$ cat src/hdl/tcrq_pkg.sv
// Package with shared types, codes and constants of the two-class request queue.
`timescale 1ns / 1ps
package tcrq_pkg;

  localparam int CtrlDepthDef = 8;
  localparam int DataDepthDef = 16;
  localparam int PortBitsDef  = 8;
  localparam int TagW         = 16;
  localparam int PortW        = 8;

  typedef enum logic [1:0] {
    OP_ENQ  = 2'd0,
    OP_DEQ  = 2'd1,
    OP_LINK = 2'd2,
    OP_NONE = 2'd3
  } opcode_t;

  typedef enum logic [1:0] {
    PT_DATA  = 2'd0,
    PT_FIN   = 2'd1,
    PT_NACK  = 2'd2,
    PT_OTHER = 2'd3
  } pkg_type_t;

  typedef enum logic [2:0] {
    ST_ACCEPTED  = 3'd0,
    ST_LINK_DOWN = 3'd1,
    ST_FULL      = 3'd2,
    ST_CXL_PORT  = 3'd3,
    ST_CXL_LINK  = 3'd4,
    ST_DEQUEUED  = 3'd5,
    ST_EMPTY     = 3'd6,
    ST_STATE_SET = 3'd7
  } status_t;

  typedef enum logic [1:0] {
    S_IDLE  = 2'd0,
    S_PURGE = 2'd1,
    S_ACK   = 2'd2
  } state_t;

  typedef struct packed {
    logic [1:0]      opcode;
    logic [1:0]      pkg_type;
    logic [PortW-1:0] port_id;
    logic [TagW-1:0] req_tag;
    logic            wait_send;
    logic            link_up;
  } in_req_t;

  typedef struct packed {
    logic [2:0]       status;
    logic [TagW-1:0]  out_tag;
    logic [PortW-1:0] out_port;
    logic [1:0]       out_type;
    logic             last;
  } out_res_t;

  // Entry of either queue: tag, port, a per-class extra field (type or wait flag).
  typedef struct packed {
    logic [TagW-1:0]  tag;
    logic [PortW-1:0] port;
    logic [1:0]       ext;
  } entry_t;

  // Commands broadcast from the controller to every cell of a queue.
  typedef struct packed {
    logic   push;   // write push_data into the cell at the tail
    logic   shift;  // every cell takes its upper neighbor's entry
    logic   rot;    // purge step: head leaves, kept head re-enters at tail
    entry_t push_data;
  } cell_cmd_t;

endpackage

$ cat src/hdl/tcrq_cell.sv
// One storage cell of a queue chain; takes its neighbor's entry on a shift.
`timescale 1ns / 1ps
module tcrq_cell (
  input  logic                clk,
  input  logic                is_tail,
  input  logic                is_rot_tail,
  input  logic                keep_head,
  input  tcrq_pkg::entry_t    head_in,
  input  tcrq_pkg::cell_cmd_t cmd,
  input  tcrq_pkg::entry_t    nbr_in,
  output tcrq_pkg::entry_t    ent_out
);
  tcrq_pkg::entry_t ent_r, ent_nxt;

  always_comb begin
    ent_nxt = ent_r;
    if (cmd.rot) begin
      ent_nxt = (is_rot_tail && keep_head) ? head_in : nbr_in;
    end else if (cmd.shift) begin
      ent_nxt = nbr_in;
    end else if (cmd.push && is_tail) begin
      ent_nxt = cmd.push_data;
    end
  end

  always_ff @(posedge clk) begin
    ent_r <= ent_nxt;
  end

  assign ent_out = ent_r;
endmodule

$ cat src/hdl/tcrq_chain.sv
// A row of queue cells with a fill count; the head is cell zero.
`timescale 1ns / 1ps
module tcrq_chain #(
  parameter int Depth = tcrq_pkg::DataDepthDef,
  parameter int CntW  = $clog2(Depth + 1)
) (
  input  logic                clk,
  input  logic                rst_n,
  input  tcrq_pkg::cell_cmd_t cmd,
  input  logic                keep_head,
  input  logic [CntW-1:0]     rot_tail,
  input  logic [CntW-1:0]     count_nxt,
  output logic [CntW-1:0]     count,
  output tcrq_pkg::entry_t    head
);
  tcrq_pkg::entry_t ents [Depth];
  logic [CntW-1:0] count_r;

  for (genvar g = 0; g < Depth; g++) begin : g_cell
    tcrq_pkg::entry_t nbr;
    if (g == Depth - 1) begin : g_end
      assign nbr = ents[g];
    end else begin : g_mid
      assign nbr = ents[g+1];
    end
    tcrq_cell u_cell (
      .clk        (clk),
      .is_tail    (count_r == CntW'(g)),
      .is_rot_tail(rot_tail == CntW'(g)),
      .keep_head  (keep_head),
      .head_in    (ents[0]),
      .cmd        (cmd),
      .nbr_in     (nbr),
      .ent_out    (ents[g])
    );
  end

  always_ff @(posedge clk) begin
    if (!rst_n) begin
      count_r <= '0;
    end else begin
      count_r <= count_nxt;
    end
  end

  assign count = count_r;
  assign head  = ents[0];
endmodule

$ cat src/hdl/two_class_request_queue_purge_unit.sv
// Top level: control and data request queues with port and link purge.
//
//   channel | ports                    | handshake
//   in      | start, busy, in_req      | accepted when start && !busy
//   out     | out_valid, out_res       | valid marks each result, no stall
//
// Enqueue without purge, dequeue and link writes: one result per request.
// NACK, and FIN while the link is up, walk the data chain once, one head entry a cycle
// by rotation, emitting one cancellation per purged waiting entry.
// Reset empties both queues and marks the link down; no clearing pass.
// The receiver cannot stall; busy holds off new requests until the last result.
`timescale 1ns / 1ps
module two_class_request_queue_purge_unit #(
  parameter int CTRL_DEPTH = tcrq_pkg::CtrlDepthDef,
  parameter int DATA_DEPTH = tcrq_pkg::DataDepthDef,
  parameter int PORT_BITS  = tcrq_pkg::PortBitsDef
) (
  input  logic               clk,
  input  logic               rst_n,
  input  logic               start,
  output logic               busy,
  input  tcrq_pkg::in_req_t  in_req,
  output logic               out_valid,
  output tcrq_pkg::out_res_t out_res
);
  localparam int CCW = $clog2(CTRL_DEPTH + 1);
  localparam int DCW = $clog2(DATA_DEPTH + 1);

  tcrq_pkg::state_t state_r, state_nxt;
  tcrq_pkg::in_req_t req_r, req_nxt;
  logic link_r, link_nxt;
  logic [DCW-1:0] left_r, left_nxt;  // entries still to inspect
  logic [DCW-1:0] kept_r, kept_nxt;  // entries kept so far
  logic out_valid_r, out_valid_nxt;
  tcrq_pkg::out_res_t out_res_r, out_res_nxt;

  tcrq_pkg::cell_cmd_t ccmd, dcmd;
  logic [CCW-1:0] ccount, ccount_nxt;
  logic [DCW-1:0] dcount, dcount_nxt, rot_tail;
  tcrq_pkg::entry_t chead, dhead;
  logic keep;
  logic [tcrq_pkg::PortW-1:0] port_m;

  assign port_m = in_req.port_id & tcrq_pkg::PortW'((1 << PORT_BITS) - 1);
  assign rot_tail = dcount - DCW'(1);
  assign keep = (req_r.pkg_type == tcrq_pkg::PT_FIN) && (dhead.port != req_r.port_id);

  tcrq_chain #(.Depth(CTRL_DEPTH), .CntW(CCW)) u_ctrl (
    .clk(clk), .rst_n(rst_n), .cmd(ccmd), .keep_head(1'b0), .rot_tail('0),
    .count_nxt(ccount_nxt), .count(ccount), .head(chead)
  );
  tcrq_chain #(.Depth(DATA_DEPTH), .CntW(DCW)) u_data (
    .clk(clk), .rst_n(rst_n), .cmd(dcmd), .keep_head(keep), .rot_tail(rot_tail),
    .count_nxt(dcount_nxt), .count(dcount), .head(dhead)
  );

  always_comb begin
    state_nxt = state_r;
    req_nxt = req_r;
    link_nxt = link_r;
    left_nxt = left_r;
    kept_nxt = kept_r;
    out_valid_nxt = 1'b0;
    out_res_nxt = '0;
    ccmd = '0;
    dcmd = '0;
    ccount_nxt = ccount;
    dcount_nxt = dcount;
    ccmd.push_data = '{tag: req_r.req_tag, port: req_r.port_id, ext: req_r.pkg_type};
    dcmd.push_data = '{tag: req_r.req_tag, port: req_r.port_id,
                       ext: {1'b0, req_r.wait_send}};
    case (state_r)
      tcrq_pkg::S_IDLE: begin
        if (start) begin
          req_nxt = in_req;
          req_nxt.port_id = port_m;
          left_nxt = dcount;
          kept_nxt = '0;
          if (in_req.opcode == tcrq_pkg::OP_ENQ && link_r &&
              (in_req.pkg_type == tcrq_pkg::PT_FIN ||
               in_req.pkg_type == tcrq_pkg::PT_NACK)) begin
            state_nxt = tcrq_pkg::S_PURGE;
          end else if (in_req.opcode != tcrq_pkg::OP_NONE) begin
            state_nxt = tcrq_pkg::S_ACK;
          end
          if (in_req.opcode == tcrq_pkg::OP_ENQ && !link_r &&
              in_req.pkg_type == tcrq_pkg::PT_NACK) begin
            state_nxt = tcrq_pkg::S_PURGE;
          end
        end
      end
      tcrq_pkg::S_PURGE: begin
        if (left_r == '0) begin
          state_nxt = tcrq_pkg::S_ACK;
        end else begin
          // Head leaves; a kept entry re-enters at the tail of the shrinking row.
          dcmd.rot = 1'b1;
          left_nxt = left_r - DCW'(1);
          if (keep) begin
            kept_nxt = kept_r + DCW'(1);
          end else begin
            dcount_nxt = dcount - DCW'(1);
            if (dhead.ext[0]) begin
              out_valid_nxt = 1'b1;
              out_res_nxt.status = (req_r.pkg_type == tcrq_pkg::PT_FIN) ?
                  tcrq_pkg::ST_CXL_PORT : tcrq_pkg::ST_CXL_LINK;
              out_res_nxt.out_tag = dhead.tag;
              out_res_nxt.out_port = dhead.port;
            end
          end
        end
      end
      tcrq_pkg::S_ACK: begin
        state_nxt = tcrq_pkg::S_IDLE;
        out_valid_nxt = 1'b1;
        out_res_nxt.last = 1'b1;
        case (req_r.opcode)
          tcrq_pkg::OP_ENQ: begin
            if (req_r.pkg_type != tcrq_pkg::PT_NACK && !link_r) begin
              out_res_nxt.status = tcrq_pkg::ST_LINK_DOWN;
            end else if (req_r.pkg_type == tcrq_pkg::PT_DATA) begin
              if (dcount == DCW'(DATA_DEPTH)) begin
                out_res_nxt.status = tcrq_pkg::ST_FULL;
              end else begin
                dcmd.push = 1'b1;
                dcount_nxt = dcount + DCW'(1);
                out_res_nxt.status = tcrq_pkg::ST_ACCEPTED;
              end
            end else if (ccount == CCW'(CTRL_DEPTH)) begin
              out_res_nxt.status = tcrq_pkg::ST_FULL;
            end else begin
              ccmd.push = 1'b1;
              ccount_nxt = ccount + CCW'(1);
              out_res_nxt.status = tcrq_pkg::ST_ACCEPTED;
            end
          end
          tcrq_pkg::OP_DEQ: begin
            if (ccount != '0) begin
              ccmd.shift = 1'b1;
              ccount_nxt = ccount - CCW'(1);
              out_res_nxt.status = tcrq_pkg::ST_DEQUEUED;
              out_res_nxt.out_tag = chead.tag;
              out_res_nxt.out_port = chead.port;
              out_res_nxt.out_type = chead.ext;
            end else if (dcount != '0) begin
              dcmd.shift = 1'b1;
              dcount_nxt = dcount - DCW'(1);
              out_res_nxt.status = tcrq_pkg::ST_DEQUEUED;
              out_res_nxt.out_tag = dhead.tag;
              out_res_nxt.out_port = dhead.port;
            end else begin
              out_res_nxt.status = tcrq_pkg::ST_EMPTY;
            end
          end
          tcrq_pkg::OP_LINK: begin
            link_nxt = req_r.link_up;
            out_res_nxt.status = tcrq_pkg::ST_STATE_SET;
          end
          default: begin
            out_valid_nxt = 1'b0;
            out_res_nxt.last = 1'b0;
          end
        endcase
      end
      default: state_nxt = tcrq_pkg::S_IDLE;
    endcase
  end

  always_ff @(posedge clk) begin
    if (!rst_n) begin
      state_r <= tcrq_pkg::S_IDLE;
      link_r <= 1'b0;
      out_valid_r <= 1'b0;
      left_r <= '0;
      kept_r <= '0;
    end else begin
      state_r <= state_nxt;
      link_r <= link_nxt;
      out_valid_r <= out_valid_nxt;
      left_r <= left_nxt;
      kept_r <= kept_nxt;
    end
    req_r <= req_nxt;
    out_res_r <= out_res_nxt;
  end

  assign busy = (state_r != tcrq_pkg::S_IDLE);
  assign out_valid = out_valid_r;
  assign out_res = out_res_r;

  // During a purge the kept entries plus those left always equal the live count.
  a_purge_count: assert property (@(posedge clk) disable iff (!rst_n)
    state_r == tcrq_pkg::S_PURGE |-> (kept_r + left_r) == dcount)
    else $error("purge bookkeeping out of step with data count");
  a_count_bounds: assert property (@(posedge clk) disable iff (!rst_n)
    dcount <= DCW'(DATA_DEPTH) && ccount <= CCW'(CTRL_DEPTH))
    else $error("queue count beyond depth");
  a_ack_last: assert property (@(posedge clk) disable iff (!rst_n)
    state_r == tcrq_pkg::S_ACK && req_r.opcode != tcrq_pkg::OP_NONE |=>
      out_valid && out_res.last)
    else $error("final result missing after ack");
  a_idle_quiet: assert property (@(posedge clk) disable iff (!rst_n)
    $past(state_r) == tcrq_pkg::S_IDLE |-> !out_valid)
    else $error("result without a request in progress");
endmodule

$ cat config.mk
export PLATFORM = sky130hd
export DESIGN_NAME = two_class_request_queue_purge_unit
export DESIGN_NICKNAME = d
export VERILOG_FILES = /design/src/hdl/tcrq_pkg.sv /design/src/hdl/tcrq_cell.sv /design/src/hdl/tcrq_chain.sv /design/src/hdl/two_class_request_queue_purge_unit.sv
export SDC_FILE = /design/constraint.sdc
export NUM_CORES = 1
export LEC_CHECK = 0
export BUFFER_PORTS_ARGS = -buffer_cell sky130_fd_sc_hd__buf_2
export CAP_MARGIN = 0
export CORE_UTILIZATION = 60
export CTS_CLUSTER_SIZE = 16
export DETAILED_ROUTE_END_ITERATION = 7
export GPL_ROUTABILITY_DRIVEN = 0
export HOLD_SLACK_MARGIN = 0.12
export PLACE_DENSITY = 0.82
export SLEW_MARGIN = 20
export SYNTH_ARGS = -nofsm -noshare
export SYNTH_HDL_FRONTEND = slang
export SYNTH_SLANG_ARGS = --single-unit
$ cat constraint.sdc
create_clock -name clk -period 10.2 [get_ports clk]
set_clock_uncertainty 0.2 [all_clocks]
set_input_delay 1.02 -clock clk [delete_from_list [all_inputs] [get_ports clk]]
set_output_delay 1.02 -clock clk [all_outputs]
set_load 0.02 [all_outputs]
==> results of run 1 <==
## critical path, stage by stage, from the launching register on
cell and delay, ps:
edfxtp_1 420, inv_1 100, ha_1 460, nand4bb_1 260
nor3_2 200, buf_4 410, or2_4 890, buf_4 990
o31ai_4 420, buf_8 280, o221a_1 250
## worst max-delay path by stage
stage	to
after floorplan	u_data.g_cell[15].u_cell.ent_out[0]
after global placement	u_data.g_cell[4].u_cell.ent_out[18]
after detailed placement	u_data.g_cell[4].u_cell.ent_out[4]
after CTS	u_data.g_cell[4].u_cell.ent_out[5]
after global routing	u_data.g_cell[1].u_cell.ent_out[15]
final	u_data.g_cell[1].u_cell.ent_out[15]
## registers in the layout, indices dropped and copies added (netlist names)
register	cells
state_r	2
dcmd	1
link_r	1
u_data.g_cell.u_cell.ent_out	400
u_data.count	5
left_r	5
ccmd	26
out_valid	1
u_ctrl.count	4
out_res	30
req_r	3
u_ctrl.g_cell.u_cell.ent_out	208
## area by class of cell
class / instances / area share
Sequential cell: 686 / 0.588
Multi-Input combinational cell: 1413 / 0.296
Clock buffer: 81 / 0.0530
Tap cell: 680 / 0.0248
Timing Repair Buffer: 106 / 0.0196
Clock inverter: 46 / 0.0133
Inverter: 48 / 0.00526
Antenna cell: 1 / 0.0000731
## through the flow
stage,cell area [µm²],worst slack [ps],cells,utilization,power [mW]
after floorplan,31400,5760,2416,-,3.79
after global placement,31900,5170,2929,0.619,3.94
after detailed placement,31900,5000,2930,0.619,3.98
after CTS,34200,5010,3057,0.664,6.49
after global routing,34200,4750,3060,0.665,6.66
final,34200,4940,3061,0.665,6.50
## synthesized netlist by cell type, types with 35 or more instances
cell type	instances	share of area
o22ai_1	101	0.020
a21o_1	225	0.054
inv_1	47	0.0056
a21oi_1	220	0.035
mux2i_1	102	0.032
nor3_1	62	0.0099
clkbuf_1	158	0.019
o221a_1	70	0.025
nand3_1	35	0.0056
dfxtp_1	48	0.031
nand2_1	141	0.017
nor2b_1	35	0.0070
buf_2	61	0.0097
a2bb2oi_1	100	0.028
edfxtp_1	638	0.61
## power by group through the flow
stage	clock, mW	combinational, mW	sequential, mW
detailed placement	0	0.653	3.33
global route	2.66	0.723	3.28
CTS	2.56	0.658	3.27
floorplan	0	0.500	3.29
finish	2.55	0.677	3.27
global placement	0	0.617	3.32
## kinds of logic after synthesis
logic type	Yosys count	synth area share
buffers and inverters	317	0.0430
xor gates and xnor gates	14	0.00414
and+or+nand+nor	404	0.0683
adders and majority gates	22	0.00875
AOI/OAI and AO/OA	870	0.203
DFF	686	0.640
muxes	103	0.0328
## per-layer routing
metal | track usage | part of all wire
met1 | 0.424 | 0.38
met2 | 0.478 | 0.46
met3 | 0.0734 | 0.12
met4 | 0.125 | 0.039
met5 | 0 | 0.00031
==> out/metrics.yaml, run 1 <==
status:
  status: "finished clean"
critical_path:
  critPathRequiredTime_ps: 10370
  reg2reg_to: "u_data.g_cell[1].u_cell.ent_out[15]"
  reg2reg_from: "req_r[29]"
  r2r_slack_ps: 4940
  end_kind: "flip-flop"
  cp-start-kind: "flip-flop"
  startpoint: "req_r[29]"
  worstPathMaxFanout: 97
  r2r_cells: 10
  path_class: "flip-flop to flip-flop"
  cp_data_arrival_time_ps: 5430
floorplan:
  ioPinCount: 65
  rows: 83
  die_w_um: 231
  die_y_um: 231
  die_area_um2: 53300
  core_um2: 51500
  initial_utilization: 0.610
finish:
  regArea_um2: 20100
  syn_to_final_growth_pct: 8.91
  multiInputGateArea_um2: 10100
  layout.nets: 2381
  final_common_cell: "edfxtp_1"
  final_cell_mix: "edfxtp_1, a21o_1, a21oi_1"
  drive_gt1_frac: 0.121
  num-fill-cells: 3630
timing:
  hold_ws_ps: 267
  tightest_slew_ps: 1170
  tns_ps: 0
  period_minus_slack_ps: 5260
  setup_viol: 0
  slew_headroom: 0.216
  min_period_over_period: 0.516
  drv_slew: 0
  clock.fmax_ghz: 0.190
  hold_viol: 0
  rsz0062_at_grt: "false"
grt:
  grt_pass1_vias: 20689
  antenna_found_initial: 7
  grt_remaining_overflow: 0
  grt_max_degree: 179
  grt_usage: 0.309
  grt_pass1_wl_mm: 124
min_path:
  min_path_type: "flip-flop to flip-flop"
  holdPathStages: 1
  min_to: "out_res[2]"
  min_from: "u_ctrl.g_cell[0].u_cell.ent_out[1]"
clocking:
  cts_setup_buffers: 0
  cts_tree: "done"
  cts_buffers: 71
  h-tree-depth: 3
  cts.path.max_buffers: 3
  clkLatencyLatePin_ps: 630
  clkSinkCount: 686
  root_buffer: "clkbuf_16"
  path_clk_slew_ps: 60
  cts-resized-gates: 0
  cts_hold_buf: 0
route:
  vias_per_cell: 6.98
  antenna_left: 0
  wire_per_inst_um: 27.0
  first_pass_iters: 6
  num_vias: 21358
  totalWireLength_mm: 82.7
  route.detailed.drc: 0
  first_iter_violations: 3445
pwr:
  switching_share: 0.250
  power.share.sequential: 0.504
  ir_drop_mv: 0.158
  switchingPower_mw: 1.62
  leakagePower_nw: 13.1
  pwr-share-clk: 0.392
  cellPowerDensity_nw_per_um2: 190
  power_frac_comb: 0.104
  p_int_mw: 4.88
logic_synthesis:
  netlist_instances: 2416
  async_flop_share: 0
  synth-main-ff-cell: "edfxtp_1"
  synth_edf_count: 638
  synth.distinct_cells: 72
  synth_seq_area_share: 0.640
  ys_seq_elements: 686
  yosysWarnings: 0
  syn_avg_cell_area_um2: 13.0
  mappedNetlistArea_um2: 31400
  synth_fp_nets: 2471
placement:
  placement.io_buffers: 64
  place_hpwl_mm: 48.6
flow_run:
  cap_viol_max_count: 0
No activity file was read; power rests on OpenSTA's default activity.
==> run 2: changes to the inputs <==
==> constraint.sdc (replaced) <==
create_clock -name clk -period 5.15 [get_ports clk]
set_clock_uncertainty 0.2 [all_clocks]
set_input_delay 0.515 -clock clk [delete_from_list [all_inputs] [get_ports clk]]
set_output_delay 0.515 -clock clk [all_outputs]
set_load 0.02 [all_outputs]
==> run 2 against run 1 <==
Effect of this change:
- the flow now finishes with violations (design-rule violations)
- cell count rose by 1.6%
- sequential power rose by 98%
- combinational power up 110%
- critical endpoint is now u_data.g_cell[15].u_cell.ent_out[18]
- maximum frequency increased by 29%
- register-to-register slack got worse by 3900 ps
- largest cell class unchanged
- power grew 100%
- clock power rose by 100%
- flip-flop and latch count is the same
==> out/metrics.yaml, run 2 (synthesis results as in run 1) <==
grt:
  antenna_found_initial: 2  # -5
  grt_usage: 0.318  # +0.00859
  grt_pass1_vias: 21177  # +2.4%
  grt_pass1_wl_mm: 127  # +2.5%
  grt_max_degree: 128  # -28%
  grt_remaining_overflow: 0  # unchanged
flow_run:
  cap_viol_max_count: 0  # unchanged
floorplan:
  initial_utilization: 0.610  # unchanged
  die_area_um2: 53300  # unchanged
  ioPinCount: 65  # unchanged
  die_y_um: 231  # unchanged
  die_w_um: 231  # unchanged
  core_um2: 51500  # unchanged
  rows: 83  # unchanged
finish:
  final_common_cell: "edfxtp_1"
  final_cell_mix: "edfxtp_1, a21o_1, a21oi_1"
  final_cells: 3109  # +1.6%
  drive_gt1_frac: 0.124  # +0.00337
  layout.nets: 2431  # +2.1%
  syn_to_final_growth_pct: 10.3
  largest_reg_flops: 400  # unchanged
  num-fill-cells: 3514  # -3.2%
route:
  num_vias: 21891  # +2.5%
  antenna_left: 0  # unchanged
  wire_per_inst_um: 27.6  # +2.3%
  totalWireLength_mm: 85.9  # +3.9%
  first_pass_iters: 8  # +2
  route.detailed.drc: 4  # +4
  first_iter_violations: 3208  # -6.9%
  vias_per_cell: 7.04  # +0.91%
status:
  status: "complete, but fails checks"
  violations: "design-rule violations"
pwr:
  cellPowerDensity_nw_per_um2: 375  # +98%
  leakagePower_nw: 13.3  # +1.8%
  ir_drop_mv: 0.333  # +110%
clocking:
  cts.path.max_buffers: 3  # unchanged
  cts_tree: "done"
  h-tree-depth: 3  # unchanged
  cts_setup_buffers: 0  # unchanged
  cts_buffers: 71  # unchanged
  path_clk_slew_ps: 60  # about the same
  cts-resized-gates: 0  # unchanged
  root_buffer: "clkbuf_16"
  clkLatencyLatePin_ps: 620  # about the same
  clkSinkCount: 686  # unchanged
critical_path:
  worstPathMaxFanout: 17  # -82%
  path_class: "flip-flop to flip-flop"
  cp_data_arrival_time_ps: 4130  # -1300 ps
  r2r_slack_ps: 1080  # -3860 ps
  critPathRequiredTime_ps: 5210  # -5160 ps
  end_kind: "flip-flop"
  cp-start-kind: "flip-flop"
  startpoint: "u_data.count[0]"
  reg2reg_from: "u_data.count[0]"
placement:
  place_hpwl_mm: 49.5  # +1.8%
  placement.io_buffers: 64  # unchanged
  place_inst: 2952  # +0.75%
timing:
  min_period_over_period: 0.790  # +0.274
  period_minus_slack_ps: 4070  # -1190 ps
  slew_headroom: 0.258  # +0.0418
  clock.fmax_ghz: 0.246  # +29%
  setup_viol: 0  # unchanged
  hold_viol: 0  # unchanged
  tns_ps: 0  # unchanged
  rsz0062_at_grt: "false"
  tightest_slew_ps: 1110  # -60.0 ps
  drv_slew: 0  # unchanged
min_path:
  min_path_type: "input pin to flip-flop"
  min_from: "start"
==> run 2: cell types whose count changed in the layout (fill, tap and decap cells not counted), sizes merged <==
| cell | delta |
|---|---|
| clkinvlp | -2 |
| bufinv | +1 |
| clkinv | -13 |
| inv | -1 |
| clkbuf | +13 |
| buf | +19 |
| dlygate4sd3 | +31 |
==> run 2: final timing paths <==
path	to	cells past startpoint
worst max-delay path	u_data.g_cell[15].u_cell.ent_out[18]	8
worst min-delay path	state_r[0]	4
worst max register to register	u_data.g_cell[15].u_cell.ent_out[18]	8
worst min register to register	out_res[2]	1
==> run 2: final cells by class <==
class | count | area [µm²] | area share
antenna | 1 | 2.50 | 0.0000721
clock buffer | 94 | 1980 | 0.0570
clock inverter | 31 | 322 | 0.00927
inverter | 48 | 180 | 0.00519
multi-input combinational | 1413 | 10100 | 0.292
sequential | 686 | 20100 | 0.580
tap | 680 | 851 | 0.0245
timing repair buffer | 156 | 1110 | 0.0321
==> run 2: metal layers <==
metal | track usage | part of all wire | vias to the layer above
met4 | 0.132 | 0.038 | 2
met5 | 0 | 0.00028 | -
met3 | 0.0847 | 0.12 | 267
li1 | - | - | 9237
met1 | 0.425 | 0.38 | 10773
met2 | 0.494 | 0.46 | 1612
==> run 2: power breakdown <==
part	internal (mW)	total [mW]	switching (mW)
clock	3.00	5.15	2.14
combinational	0.507	1.39	0.879
sequential	6.35	6.48	0.131
==> run 2: worst max-delay path, cell delays in order, from the launching register on <==
cell      delay (ps)
dfxtp_1          470
inv_1            190
ha_1             320
nor3b_2          200
xnor2_2          330
a211oi_4         700
nand3_1          190
o21ai_2          600
buf_4            500
==> run 2: timing repair <==
item                                    4_1_cts  5_1_grt
endpoints found under the setup margin        0        0
endpoints found under the hold margin        34        0
hold buffers                                 31        0
==> run 2: stage by stage <==
step                utilization  hold WS [ps]  instance area (µm²)  power (mW)  setup WS (ps)
floorplan                     -           220                31400        7.51            712
detailed placement        0.623           256                32100        7.90           1160
CTS                       0.673           161                34700        13.0           1160
finish                    0.673           171                34700        13.0           1080
global placement          0.623           245                32100        7.83           1280
global route              0.673           187                34700        13.3            906
